<file path="src/design/swrdi_pkg.sv">
`default_nettype none
// ----------------------------------------------------------------------------
// swrdi_pkg: shared definitions for the stack with range delete and insert
// Sizes, operation and status codes, controller/datapath interface types and
// word conversion helpers.
// ----------------------------------------------------------------------------
package swrdi_pkg;

    localparam int DEPTH     = 64;
    localparam int WORD_BITS = 32;

    localparam int AW     = $clog2(DEPTH);
    localparam int FW     = $clog2(DEPTH + 1);
    localparam int POS_W  = 7;
    localparam int FILL_W = 7;
    localparam int DATA_W = 32;
    localparam int FUNC_W = 3;
    localparam int STAT_W = 3;
    localparam int CW     = ((FW > POS_W) ? FW : POS_W) + 1;

    localparam logic [FUNC_W-1:0] FN_PUSH = 3'd0;
    localparam logic [FUNC_W-1:0] FN_POP  = 3'd1;
    localparam logic [FUNC_W-1:0] FN_DEL  = 3'd2;
    localparam logic [FUNC_W-1:0] FN_INS  = 3'd3;
    localparam logic [FUNC_W-1:0] FN_READ = 3'd4;

    localparam logic [STAT_W-1:0] ST_OK    = 3'd0;
    localparam logic [STAT_W-1:0] ST_EMPTY = 3'd1;
    localparam logic [STAT_W-1:0] ST_FULL  = 3'd2;
    localparam logic [STAT_W-1:0] ST_RANGE = 3'd3;
    localparam logic [STAT_W-1:0] ST_NOKEY = 3'd4;

    typedef logic [WORD_BITS-1:0] word_t;

    typedef struct packed {
        logic              load;
        logic              set_st;
        logic [STAT_W-1:0] st_code;
        logic              push;
        logic              pop_rd;
        logic              pos_rd;
        logic              cap_data;
        logic              del_init;
        logic              del_step;
        logic              del_fin;
        logic              srch_init;
        logic              srch_step;
        logic              ins_init;
        logic              ins_step;
        logic              ins_fin;
    } dp_cmd_t;

    typedef struct packed {
        logic [FUNC_W-1:0] func;
        logic              full;
        logic              empty;
        logic              del_ok;
        logic              cnt_zero;
        logic              rd_ok;
        logic              match;
        logic              srch_done;
        logic              dn_done;
        logic              up_done;
    } dp_stat_t;

    function automatic word_t to_word(input logic [DATA_W-1:0] v);
        logic [63:0] x;
        x = 64'(signed'(v));
        return x[WORD_BITS-1:0];
    endfunction

    function automatic logic [DATA_W-1:0] from_word(input word_t w);
        logic [63:0] x;
        x = 64'(signed'(w));
        return x[DATA_W-1:0];
    endfunction

endpackage
`default_nettype wire

</file>
<file path="src/design/swrdi_ram.sv">
`default_nettype none
// ----------------------------------------------------------------------------
// swrdi_ram: generic single-write, single-read RAM
// One write port, one read port with registered read data.
// ----------------------------------------------------------------------------
module swrdi_ram #(
    parameter int WIDTH = 32,
    parameter int DEPTH = 64
) (
    input  wire logic                     clk,
    input  wire logic                     we,
    input  wire logic [$clog2(DEPTH)-1:0] waddr,
    input  wire logic [WIDTH-1:0]         wdata,
    input  wire logic [$clog2(DEPTH)-1:0] raddr,
    output logic      [WIDTH-1:0]         rdata
);

    logic [WIDTH-1:0] mem [DEPTH];
    logic [WIDTH-1:0] rdata_reg;

    always_ff @(posedge clk)
    begin
        if (we)
        begin
            mem[waddr] <= wdata;
        end
        rdata_reg <= mem[raddr];
    end

    assign rdata = rdata_reg;

endmodule
`default_nettype wire

</file>
<file path="src/design/swrdi_ctrl.sv">
`default_nettype none
// ----------------------------------------------------------------------------
// swrdi_ctrl: operation sequencer
// Decodes the operation, checks its conditions and steps the datapath through
// the read, search and shift sequences.
// ----------------------------------------------------------------------------
module swrdi_ctrl (
    input  wire logic               clk,
    input  wire logic               rst_n,
    input  wire logic               start,
    input  wire swrdi_pkg::dp_stat_t st,
    output swrdi_pkg::dp_cmd_t      cmd,
    output logic                    busy,
    output logic                    done
);

    typedef enum logic [6:0] {
        S_IDLE   = 7'b0000001,
        S_EXEC   = 7'b0000010,
        S_RDWAIT = 7'b0000100,
        S_DEL    = 7'b0001000,
        S_SRCH   = 7'b0010000,
        S_MVUP   = 7'b0100000,
        S_RESP   = 7'b1000000
    } state_t;

    state_t state_reg;
    state_t state_next;

    always_comb
    begin
        state_next = state_reg;
        cmd        = '0;
        case (state_reg)
            S_IDLE:
            begin
                if (start)
                begin
                    cmd.load   = 1'b1;
                    state_next = S_EXEC;
                end
            end
            S_EXEC:
            begin
                state_next = S_RESP;
                case (st.func)
                    swrdi_pkg::FN_PUSH:
                    begin
                        if (st.full)
                        begin
                            cmd.set_st  = 1'b1;
                            cmd.st_code = swrdi_pkg::ST_FULL;
                        end
                        else
                        begin
                            cmd.push = 1'b1;
                        end
                    end
                    swrdi_pkg::FN_POP:
                    begin
                        if (st.empty)
                        begin
                            cmd.set_st  = 1'b1;
                            cmd.st_code = swrdi_pkg::ST_EMPTY;
                        end
                        else
                        begin
                            cmd.pop_rd = 1'b1;
                            state_next = S_RDWAIT;
                        end
                    end
                    swrdi_pkg::FN_DEL:
                    begin
                        if (!st.del_ok)
                        begin
                            cmd.set_st  = 1'b1;
                            cmd.st_code = swrdi_pkg::ST_RANGE;
                        end
                        else if (!st.cnt_zero)
                        begin
                            cmd.del_init = 1'b1;
                            state_next   = S_DEL;
                        end
                    end
                    swrdi_pkg::FN_INS:
                    begin
                        if (st.full)
                        begin
                            cmd.set_st  = 1'b1;
                            cmd.st_code = swrdi_pkg::ST_FULL;
                        end
                        else if (st.empty)
                        begin
                            cmd.set_st  = 1'b1;
                            cmd.st_code = swrdi_pkg::ST_NOKEY;
                        end
                        else
                        begin
                            cmd.srch_init = 1'b1;
                            state_next    = S_SRCH;
                        end
                    end
                    swrdi_pkg::FN_READ:
                    begin
                        if (!st.rd_ok)
                        begin
                            cmd.set_st  = 1'b1;
                            cmd.st_code = swrdi_pkg::ST_RANGE;
                        end
                        else
                        begin
                            cmd.pos_rd = 1'b1;
                            state_next = S_RDWAIT;
                        end
                    end
                    default:
                    begin
                        state_next = S_RESP;
                    end
                endcase
            end
            S_RDWAIT:
            begin
                cmd.cap_data = 1'b1;
                state_next   = S_RESP;
            end
            S_DEL:
            begin
                if (st.dn_done)
                begin
                    cmd.del_fin = 1'b1;
                    state_next  = S_RESP;
                end
                else
                begin
                    cmd.del_step = 1'b1;
                end
            end
            S_SRCH:
            begin
                if (st.match)
                begin
                    cmd.ins_init = 1'b1;
                    state_next   = S_MVUP;
                end
                else if (st.srch_done)
                begin
                    cmd.set_st  = 1'b1;
                    cmd.st_code = swrdi_pkg::ST_NOKEY;
                    state_next  = S_RESP;
                end
                else
                begin
                    cmd.srch_step = 1'b1;
                end
            end
            S_MVUP:
            begin
                if (st.up_done)
                begin
                    cmd.ins_fin = 1'b1;
                    state_next  = S_RESP;
                end
                else
                begin
                    cmd.ins_step = 1'b1;
                end
            end
            S_RESP:
            begin
                state_next = S_IDLE;
            end
            default:
            begin
                state_next = S_IDLE;
            end
        endcase
    end

    always_ff @(posedge clk or negedge rst_n)
    begin
        if (!rst_n)
        begin
            state_reg <= S_IDLE;
        end
        else
        begin
            state_reg <= state_next;
        end
    end

    assign busy = (state_reg != S_IDLE);
    assign done = (state_reg == S_RESP);

endmodule
`default_nettype wire

</file>
<file path="src/design/swrdi_dp.sv">
`default_nettype none
// ----------------------------------------------------------------------------
// swrdi_dp: stack datapath
// Entry RAM, fill count, scan pointers and result registers. Shifts and the
// key search issue one RAM read per cycle; shifts write the prior read's data.
// ----------------------------------------------------------------------------
module swrdi_dp (
    input  wire logic                           clk,
    input  wire logic                           rst_n,
    input  wire swrdi_pkg::dp_cmd_t             cmd,
    input  wire logic [swrdi_pkg::FUNC_W-1:0]   func,
    input  wire logic [swrdi_pkg::DATA_W-1:0]   value,
    input  wire logic [swrdi_pkg::POS_W-1:0]    position,
    input  wire logic [swrdi_pkg::POS_W-1:0]    count,
    input  wire logic [swrdi_pkg::DATA_W-1:0]   key,
    output swrdi_pkg::dp_stat_t                 st,
    output logic      [swrdi_pkg::DATA_W-1:0]   data,
    output logic      [swrdi_pkg::STAT_W-1:0]   status,
    output logic      [swrdi_pkg::FILL_W-1:0]   fill
);

    logic [swrdi_pkg::FUNC_W-1:0] func_reg;
    swrdi_pkg::word_t             value_reg;
    swrdi_pkg::word_t             key_reg;
    logic [swrdi_pkg::POS_W-1:0]  pos_reg;
    logic [swrdi_pkg::POS_W-1:0]  cnt_reg;
    logic [swrdi_pkg::FW-1:0]     fill_reg, fill_next;
    logic [swrdi_pkg::FW-1:0]     ptr_reg, ptr_next;
    logic [swrdi_pkg::AW-1:0]     a_reg, a_next;
    logic [swrdi_pkg::AW-1:0]     at_reg, at_next;
    logic [swrdi_pkg::AW-1:0]     dst_reg, dst_next;
    logic                         pend_reg, pend_next;
    logic [swrdi_pkg::DATA_W-1:0] data_reg, data_next;
    logic [swrdi_pkg::STAT_W-1:0] status_reg, status_next;

    logic [swrdi_pkg::CW-1:0]     pos_c, cnt_c, fill_c, del_end, pos_m1, src_init;
    logic [swrdi_pkg::FW-1:0]     fill_m1, ptr_m1, at_f;
    logic [swrdi_pkg::AW-1:0]     pos_addr, a_p1;
    logic                         del_issue, up_issue, srch_issue;

    logic                         ram_we;
    logic [swrdi_pkg::AW-1:0]     ram_waddr, ram_raddr;
    swrdi_pkg::word_t             ram_wdata, ram_rdata;

    swrdi_ram #(
        .WIDTH (swrdi_pkg::WORD_BITS),
        .DEPTH (swrdi_pkg::DEPTH)
    ) u_ram (
        .clk   (clk),
        .we    (ram_we),
        .waddr (ram_waddr),
        .wdata (ram_wdata),
        .raddr (ram_raddr),
        .rdata (ram_rdata)
    );

    assign pos_c    = swrdi_pkg::CW'(pos_reg);
    assign cnt_c    = swrdi_pkg::CW'(cnt_reg);
    assign fill_c   = swrdi_pkg::CW'(fill_reg);
    assign del_end  = pos_c + cnt_c;
    assign pos_m1   = pos_c - 1'b1;
    assign src_init = pos_m1 + cnt_c;
    assign pos_addr = pos_m1[swrdi_pkg::AW-1:0];
    assign fill_m1  = fill_reg - 1'b1;
    assign ptr_m1   = ptr_reg - 1'b1;
    assign at_f     = swrdi_pkg::FW'(at_reg);
    assign a_p1     = a_reg + 1'b1;

    assign del_issue  = (ptr_reg < fill_reg);
    assign up_issue   = (ptr_reg != at_f);
    assign srch_issue = (ptr_reg != '0);

    always_comb
    begin
        st.func      = func_reg;
        st.full      = (fill_reg == swrdi_pkg::FW'(swrdi_pkg::DEPTH));
        st.empty     = (fill_reg == '0);
        st.del_ok    = (pos_c != '0) && (del_end <= fill_c + 1'b1);
        st.cnt_zero  = (cnt_reg == '0);
        st.rd_ok     = (pos_c != '0) && (pos_c <= fill_c);
        st.match     = pend_reg && (ram_rdata == key_reg);
        st.srch_done = (ptr_reg == '0) && !pend_reg;
        st.dn_done   = !del_issue && !pend_reg;
        st.up_done   = !up_issue && !pend_reg;
    end

    always_comb
    begin
        ram_raddr = fill_m1[swrdi_pkg::AW-1:0];
        if (cmd.pos_rd)
        begin
            ram_raddr = pos_addr;
        end
        else if (cmd.del_step)
        begin
            ram_raddr = ptr_reg[swrdi_pkg::AW-1:0];
        end
        else if (cmd.srch_step || cmd.ins_step)
        begin
            ram_raddr = ptr_m1[swrdi_pkg::AW-1:0];
        end

        ram_we    = 1'b0;
        ram_waddr = fill_reg[swrdi_pkg::AW-1:0];
        ram_wdata = value_reg;
        if (cmd.push)
        begin
            ram_we = 1'b1;
        end
        else if (cmd.del_step && pend_reg)
        begin
            ram_we    = 1'b1;
            ram_waddr = dst_reg;
            ram_wdata = ram_rdata;
        end
        else if (cmd.ins_step && pend_reg)
        begin
            ram_we    = 1'b1;
            ram_waddr = a_p1;
            ram_wdata = ram_rdata;
        end
        else if (cmd.ins_fin)
        begin
            ram_we    = 1'b1;
            ram_waddr = at_reg;
        end
    end

    always_comb
    begin
        fill_next   = fill_reg;
        ptr_next    = ptr_reg;
        a_next      = a_reg;
        at_next     = at_reg;
        dst_next    = dst_reg;
        pend_next   = pend_reg;
        data_next   = data_reg;
        status_next = status_reg;

        if (cmd.load)
        begin
            data_next   = '0;
            status_next = swrdi_pkg::ST_OK;
        end
        if (cmd.set_st)
        begin
            status_next = cmd.st_code;
        end
        if (cmd.push || cmd.ins_fin)
        begin
            fill_next = fill_reg + 1'b1;
        end
        if (cmd.pop_rd)
        begin
            fill_next = fill_m1;
        end
        if (cmd.cap_data)
        begin
            data_next = swrdi_pkg::from_word(ram_rdata);
        end
        if (cmd.del_init)
        begin
            ptr_next  = swrdi_pkg::FW'(src_init);
            dst_next  = pos_addr;
            pend_next = 1'b0;
        end
        if (cmd.del_step)
        begin
            pend_next = del_issue;
            if (del_issue)
            begin
                ptr_next = ptr_reg + 1'b1;
            end
            if (pend_reg)
            begin
                dst_next = dst_reg + 1'b1;
            end
        end
        if (cmd.del_fin)
        begin
            fill_next = fill_reg - swrdi_pkg::FW'(cnt_reg);
        end
        if (cmd.srch_init)
        begin
            ptr_next  = fill_reg;
            pend_next = 1'b0;
        end
        if (cmd.srch_step)
        begin
            pend_next = srch_issue;
            if (srch_issue)
            begin
                ptr_next = ptr_m1;
                a_next   = ptr_m1[swrdi_pkg::AW-1:0];
            end
        end
        if (cmd.ins_init)
        begin
            at_next   = a_reg;
            ptr_next  = fill_reg;
            pend_next = 1'b0;
        end
        if (cmd.ins_step)
        begin
            pend_next = up_issue;
            if (up_issue)
            begin
                ptr_next = ptr_m1;
                a_next   = ptr_m1[swrdi_pkg::AW-1:0];
            end
        end
    end

    always_ff @(posedge clk or negedge rst_n)
    begin
        if (!rst_n)
        begin
            fill_reg <= '0;
            pend_reg <= 1'b0;
        end
        else
        begin
            fill_reg <= fill_next;
            pend_reg <= pend_next;
        end
    end

    always_ff @(posedge clk)
    begin
        if (cmd.load)
        begin
            func_reg  <= func;
            value_reg <= swrdi_pkg::to_word(value);
            key_reg   <= swrdi_pkg::to_word(key);
            pos_reg   <= position;
            cnt_reg   <= count;
        end
        ptr_reg    <= ptr_next;
        a_reg      <= a_next;
        at_reg     <= at_next;
        dst_reg    <= dst_next;
        data_reg   <= data_next;
        status_reg <= status_next;
    end

    assign data   = data_reg;
    assign status = status_reg;
    assign fill   = swrdi_pkg::FILL_W'(fill_reg);

endmodule
`default_nettype wire

</file>
<file path="src/design/stack_with_range_delete_insert_unit.sv">
`default_nettype none
// ----------------------------------------------------------------------------
// stack_with_range_delete_insert_unit: LIFO stack with range delete and
// keyed insert
// Push, pop, positional read, delete of a run of entries and insert below
// the topmost entry equal to a key. One result per operation.
// ----------------------------------------------------------------------------
// An operation is taken when start is high and busy is low; its result shows
// on data, status and fill for exactly one cycle with done high, and must be
// captured then. busy stays high from the accepting edge through the done
// cycle, so a new operation can start in the cycle after done. The entries
// sit in a RAM with one read and one write port, so shifting moves one entry
// per cycle: a delete shifts down the entries above the deleted run, and an
// insert makes a search pass from the top down to the matching key, then a
// shift pass that moves the entries from the top down to the key up by one.
// Failed operations leave the stack untouched.
// ----------------------------------------------------------------------------
module stack_with_range_delete_insert_unit (
    input  wire logic                           clk,
    input  wire logic                           rst_n,
    input  wire logic                           start,
    input  wire logic [swrdi_pkg::FUNC_W-1:0]   func,
    input  wire logic [swrdi_pkg::DATA_W-1:0]   value,
    input  wire logic [swrdi_pkg::POS_W-1:0]    position,
    input  wire logic [swrdi_pkg::POS_W-1:0]    count,
    input  wire logic [swrdi_pkg::DATA_W-1:0]   key,
    output logic                                busy,
    output logic                                done,
    output logic      [swrdi_pkg::DATA_W-1:0]   data,
    output logic      [swrdi_pkg::STAT_W-1:0]   status,
    output logic      [swrdi_pkg::FILL_W-1:0]   fill
);

    swrdi_pkg::dp_cmd_t  cmd;
    swrdi_pkg::dp_stat_t st;

    swrdi_ctrl u_ctrl (
        .clk   (clk),
        .rst_n (rst_n),
        .start (start),
        .st    (st),
        .cmd   (cmd),
        .busy  (busy),
        .done  (done)
    );

    swrdi_dp u_dp (
        .clk      (clk),
        .rst_n    (rst_n),
        .cmd      (cmd),
        .func     (func),
        .value    (value),
        .position (position),
        .count    (count),
        .key      (key),
        .st       (st),
        .data     (data),
        .status   (status),
        .fill     (fill)
    );

endmodule
`default_nettype wire

</file>
<file path="config.mk">
export PLATFORM = sky130hd
export DESIGN_NAME = stack_with_range_delete_insert_unit
export DESIGN_NICKNAME = d
export VERILOG_FILES = /design/src/design/swrdi_pkg.sv /design/src/design/swrdi_ram.sv /design/src/design/swrdi_ctrl.sv /design/src/design/swrdi_dp.sv /design/src/design/stack_with_range_delete_insert_unit.sv
export SDC_FILE = /design/constraint.sdc
export NUM_CORES = 2
export LEC_CHECK = 0
export ABC_AREA = 0
export BUFFER_PORTS_ARGS = -buffer_cell sky130_fd_sc_hd__buf_2
export CAP_MARGIN = 5
export CORE_MARGIN = 1.5
export CORE_UTILIZATION = 43
export DETAILED_ROUTE_END_ITERATION = 12
export HOLD_SLACK_MARGIN = 0.02
export MAX_ROUTING_LAYER = met4
export SYNTH_ARGS = -nofsm -noshare
export SYNTH_HDL_FRONTEND = slang
export SYNTH_HIERARCHICAL = 1
export SYNTH_SLANG_ARGS = --single-unit
</file>
<file path="constraint.sdc">
create_clock -name clk -period 13.3 [get_ports clk]
set_clock_uncertainty 0.2 [all_clocks]
set_input_delay 1.33 -clock clk [delete_from_list [all_inputs] [get_ports clk]]
set_output_delay 1.33 -clock clk [all_outputs]
set_load 0.1 [all_outputs]
</file>
**Word level (Yosys, flattened, before mapping)**

Memory sizes are Yosys's and may differ from the RTL's. A register that Yosys moved wholly into a read port is not among the register bits.
Index checks and enable logic that the tools add are counted.
W data, S select, Z words.

- Memories kept: 1
- Bits in registers: 156
- Memory bits (writable): 2048
- Output and inout bits: 44
- Word-level logic and storage cells: 167

- Order comparisons: 3
- Equal/unequal tests: 19
- Multiplexer cells: 95
- Reductions and logical operators: 24
- Add/sub/neg operators: 11

Memories:

| memory | words | bits a word | rd ports | clocked after memory_dff | wr ports | line | source |
|---|---|---|---|---|---|---|---|
| u_dp.u_ram.mem | 64 | 32 | 1 | 1 | 1 | swrdi_ram.sv:18 | `logic [WIDTH-1:0] mem [DEPTH];` |

Operators with widths:

| operator | count |
|---|---|
| $mux W7 | 23 |
| $mux W32 | 5 |
| $mux W6 | 14 |
| $pmux W7 S6 | 1 |
| $mux W1 | 35 |
| $eq A32 B32 Y1 | 1 |
| $mux W4 | 8 |
| $pmux W7 S4 | 1 |
| $logic_not A7 Y1 | 3 |
| $sub A7 B1 Y7 const B | 3 |
| $pmux W4 S5 | 1 |
| $add A7 B1 Y7 const B | 2 |
| $eq A7 B7 Y1 const B | 2 |
| $add A6 B1 Y6 const B | 2 |
| $mux W3 | 3 |
| $add A7 B1 Y8 const B | 1 |
| $add A7 B7 Y8 | 1 |
| $le A8 B8 Y1 | 1 |
| $logic_and A1 B1 Y1 | 8 |
| $pmux W4 S2 | 1 |
| $reduce_bool A8 Y1 | 1 |
| $add A7 B7 Y7 | 1 |
| $eq A7 B1 Y1 const B | 1 |
| $eq A7 B2 Y1 const B | 1 |
| 23 further kinds | 32 |

**Logic depth before layout (Yosys ltp)**

- Word-level depth: 15
- Mapped depth: 24

**Hierarchy**

Netlist, hierarchy kept.

By module, submodules not included:

| module | sequential area each (um^2) | area an instance (um^2) | cells an instance | times used |
|---|---|---|---|---|
| swrdi_ram | 62139.6 | 78512.8 | 3324 | 1 |
| swrdi_dp | 4244.1 | 8555.7 | 766 | 1 |
| swrdi_ctrl | 176.4 | 681.9 | 86 | 1 |

**Worst setup path before layout**

OpenSTA, ideal clock, no wires.

- Path kind: register to register
- Start point: register u_dp.fill_reg (netlist bit u_dp/fill[4])
- End point: memory u_dp.u_ram.mem[48][0], enable pin
- Stages on the path, launching flop included: 19
- Path buffers: 3
- Arrival time: 6668 ps
- Slack: 5972 ps
- Data required time: 12639 ps
- Cell sequence: dfrtp_1 clkinv_1 ha_1 a211o_1 o211ai_1 o311a_1 nor2_1 nor4_1 and3_1 buf_4 inv_1 clkbuf_1 nor2_1 clkbuf_1 nor2_1 a211oi_1 a21oi_1 nand4b_1 nor3_1

RTL lines:

| element | line | source |
|---|---|---|
| from (decl) | swrdi_dp.sv:27 | `logic [swrdi_pkg::FW-1:0] fill_reg, fill_next;` |
| from (signal assigned) | swrdi_dp.sv:223 | `fill_reg <= fill_next;` |
| to (decl) | swrdi_ram.sv:18 |  |

==> metrics list <==
* Most repeated cell in the gate-level netlist after synthesis: sky130_fd_sc_hd__edfxtp_1
* Synthesized net count: 4314
- Most flop-heavy register: u_dp/u_ram/mem
* Number of max-cap violations: 0
- Hold buffer count at CTS: 0
- Post-CTS setup repair buffer count: 0
* Leakage power summed over all cells: 31.6 nW
- Endpoint arrival time on the critical path: 8.99 ns
* Ratio of cells with drive above 1 in the final layout: 0.275
* Clock input transition at the sequential cells of the worst setup and hold paths: 0.06 ns
- The floorplan step defined a core boundary enclosing 203000 sq um.
- Setup violations remaining at the end of the flow were counted as 0.
- Based on the critical path, the design can be clocked at up to 0.118 GHz.
- Yosys mapped a number of flops with a built-in enable equal to 2170.
- Pwr/cell area: 245 nW/um^2
* Average wire per cell in the routed design: 31.8 microns
* CTS tree: done
* Width of the die: 455 microns
- Required time of the critical path: 13.81 ns
* Number of global-route vias before repair: 43522
- Ranking of synthesized cells by instance count: sky130_fd_sc_hd__edfxtp_1 (2170), sky130_fd_sc_hd__mux4_2 (544), sky130_fd_sc_hd__nor2_1 (196)
- Global-route congestion overflow total: 0
- Share of the clock period used by the worst path after layout: 0.638
- Maximum number of pins on one net before global-route repair: 140
* Cells after DPL: 6897
* Share of power burned in combinational logic: 0.394
- The first routing iteration left 5484 violations.
- The share of synthesized area in the top cell type comes to 0.743.
- Of the total power, the share spent switching nets is 0.374.
* Area growth from synthesis to final layout: 13.4%
- After synthesis, the mean cell area works out to 21.0 sq um.
* Largest cells by area after synthesis: sky130_fd_sc_hd__edfxtp_1 (74%), sky130_fd_sc_hd__mux4_2 (14%), sky130_fd_sc_hd__dfxtp_1 (1.2%), sky130_fd_sc_hd__mux2i_1 (1.1%), sky130_fd_sc_hd__nor2_1 (0.84%)
- Root Driver: sky130_fd_sc_hd__clkbuf_16
- Depth of the CTS H-tree: 4
- Share of power burned in registers: 0.355
- Yosys printed 6 warnings.
- Clock sink count: 2236
- Count of placed standard cells in the final layout, fillers left out: 7318
- The worst setup path is captured at a flop.
* Max reg flops: 2048
- In this run the remaining antenna-violating nets after routing total 0.
- sky130_fd_sc_hd__edfxtp_1 takes more of the synthesized area than any other cell.
- Synthesized instance count: 4176
- Global-route wire length before repair: 327000 microns
* Sequential element share of the synthesized area: 0.759
- In the final design database the tool counted 4587 nets.
- Slew Viols, Final: 0
- TritonCTS created 222 clock buffers.
* Crit Path Category: reg -> reg
- Worst Hold Slack: 0.211 ns
- Adding up every negative setup slack in the final design gives 0 ns.
* Biggest fanout along the worst timing path: 40
* Startpoint kind of the worst setup timing path: flop
- Async set-or-reset flop fraction in the synthesized netlist: 0.00671
- Fin crit period: 8.48 ns
- Number of vias after detailed routing: 43768
* DRT Wirelength: 233000 microns
- Yosys mapped the design onto 88 distinct sky130hd cell types.
- Die span in y: 455 microns
- The hold violation count in the final report was 0.
- Placed wire-length estimate after detailed placement: 132000 microns
- Total iterations of the first detailed-routing run: 5
- Gpl congestion: 0.864
- Among all flip-flop cells after synthesis, the most frequent one is sky130_fd_sc_hd__edfxtp_1.
* Number of top-level design ports: 128
- Clock group share of total power: 0.251
- Clock Latency Late Sink: 0.85 ns
- Starting density of the core: 0.433
* Worst IR Drop VDD: 0.000253 V
* Placement row count: 165
- Headroom to the max-slew limit came out at 0.125.
* RSZ-0062 raised after global routing: false
- Cell area after synthesis: 87800 sq um
- For this run, the total global-route usage over all layers was measured as 0.231.
- Path class of the lowest-slack min-delay path: in -> async
- Die area: 207000 sq um
- P_int: 15.3 mW
- Summed over all nets, the switching power comes to 9.10 mW.
- #FFs+latches synth: 2236
* Number of buffers between clock root and the deepest sink: 3
* Final design utilization: 0.491
- During placement, the flow inserted port buffers numbering 127.
* Initial antenna violation count: 12
- The run finished with clean final reports.
* Post-cts repair resize count: 0
* Via-per-instance ratio: 5.98
* Worst-Margin Slew: 1.31 ns
* DRC violation count after routing: 0
-- per-layer routing --
metal,global-route usage,share of wire
met1,0.320,0.41
met2,0.355,0.48
met4,0.0701,0.030
met5,-,0
met3,0.0372,0.083
-- stage by stage --
stage	instance area (sq um)	power (mW)	setup WS [ns]
5_1_grt	99500	25.2	4.36
3_3_place_gp	92400	18.4	4.63
4_1_cts	99500	24.5	4.67
2_1_floorplan	87800	14.7	5.97
6_report	99500	24.4	4.82
3_5_place_dp	92400	18.4	4.68
-- layout by cell type (no fill, tap or decap), types with 20 or more instances in the layout --
cell / count
sky130_fd_sc_hd__ha_1: 51
sky130_fd_sc_hd__nor2b_1: 20
sky130_fd_sc_hd__a21oi_1: 105
sky130_fd_sc_hd__nand2_1: 79
sky130_fd_sc_hd__clkbuf_1: 58
sky130_fd_sc_hd__inv_1: 42
sky130_fd_sc_hd__o221ai_1: 27
sky130_fd_sc_hd__edfxtp_1: 2170
sky130_fd_sc_hd__mux4_2: 544
sky130_fd_sc_hd__clkinv_1: 41
sky130_fd_sc_hd__nor3_1: 26
sky130_fd_sc_hd__buf_2: 127
sky130_fd_sc_hd__nor2_1: 132
sky130_fd_sc_hd__o22ai_1: 96
sky130_fd_sc_hd__clkbuf_16: 222
sky130_fd_sc_hd__o21ai_0: 27
sky130_fd_sc_hd__and2_1: 39
sky130_fd_sc_hd__mux2i_1: 95
sky130_fd_sc_hd__xnor2_1: 64
sky130_fd_sc_hd__clkinv_2: 45
sky130_fd_sc_hd__dfxtp_1: 51
sky130_fd_sc_hd__mux2_2: 31
sky130_fd_sc_hd__nand3_1: 28
sky130_fd_sc_hd__buf_4: 131
sky130_fd_sc_hd__nor2_4: 64
-- power groups by stage --
stage                     registers [mW]  logic [mW]  clock network (mW)
after floorplan                     8.83        5.83                   0
after global placement              8.79        9.57                   0
after detailed placement            8.79        9.60                   0
after CTS                           8.65        9.62                6.22
after global routing                8.66        10.0                6.47
final                               8.65        9.59                6.12
-- kinds of logic (layout without fill, tap and decap cells) --
group	after synthesis	count (layout)	synth area share
buffers and inverters	261	726	0.0142
flip-flops	2236	2236	0.759
AND/OR/NAND/NOR	504	504	0.0287
XOR/XNOR	79	79	0.00789
other	0	5	0
multiplexers	676	676	0.155
AO/OA/AOI/OAI	366	366	0.0274
adder cells (fa/ha/maj)	54	54	0.00796
-- worst paths after layout --
path                                      from                    to  slack, ns  depth (start not counted)
max                        u_dp/u_ram/rdata[7]  u_dp/u_ram/rdata[23]       4.82                         18
min                                      rst_n          u_dp/fill[2]       0.21                          1
max reg2reg                u_dp/u_ram/rdata[7]  u_dp/u_ram/rdata[23]       4.82                         18
min reg2reg                      u_dp/a_reg[5]        u_dp/at_reg[5]       0.29                          0
max in group asynchronous                rst_n   u_ctrl/state_reg[0]      12.34                          1
min in group clk                 u_dp/a_reg[5]        u_dp/at_reg[5]       0.29                          0
-- cell type report --
type / instances / area (sq um)
antenna: 5 / 12.5
timing repair buffer: 266 / 1780
tap: 2672 / 3340
inverter: 44 / 165
clock inverter: 127 / 1240
multi-input combinational: 1679 / 20500
fill: 16238 / 103000
clock buffer: 289 / 5900
sequential: 2236 / 66600
-- worst max-delay path: stages, from the launching register on --
cell and delay (ns):
sky130_fd_sc_hd__dfxtp_1 0.89, sky130_fd_sc_hd__xnor2_1 0.19, sky130_fd_sc_hd__nand4_1 0.13, sky130_fd_sc_hd__nor4_1 0.38, sky130_fd_sc_hd__nand4_1 0.25, sky130_fd_sc_hd__nor4_2 0.98
sky130_fd_sc_hd__or2_2 0.29, sky130_fd_sc_hd__nor4_4 0.06, sky130_fd_sc_hd__nor2_1 0.59, sky130_fd_sc_hd__o21ai_0 0.21, sky130_fd_sc_hd__nor2_1 0.14, sky130_fd_sc_hd__a211oi_1 0.09
sky130_fd_sc_hd__a21oi_4 0.54, sky130_fd_sc_hd__buf_4 0.76, sky130_fd_sc_hd__buf_4 0.67, sky130_fd_sc_hd__mux4_2 0.60, sky130_fd_sc_hd__mux4_2 0.52, sky130_fd_sc_hd__o22ai_1 0.59
sky130_fd_sc_hd__nor2_1 0.13
Note: power is estimated with default switching activity, not from simulation.
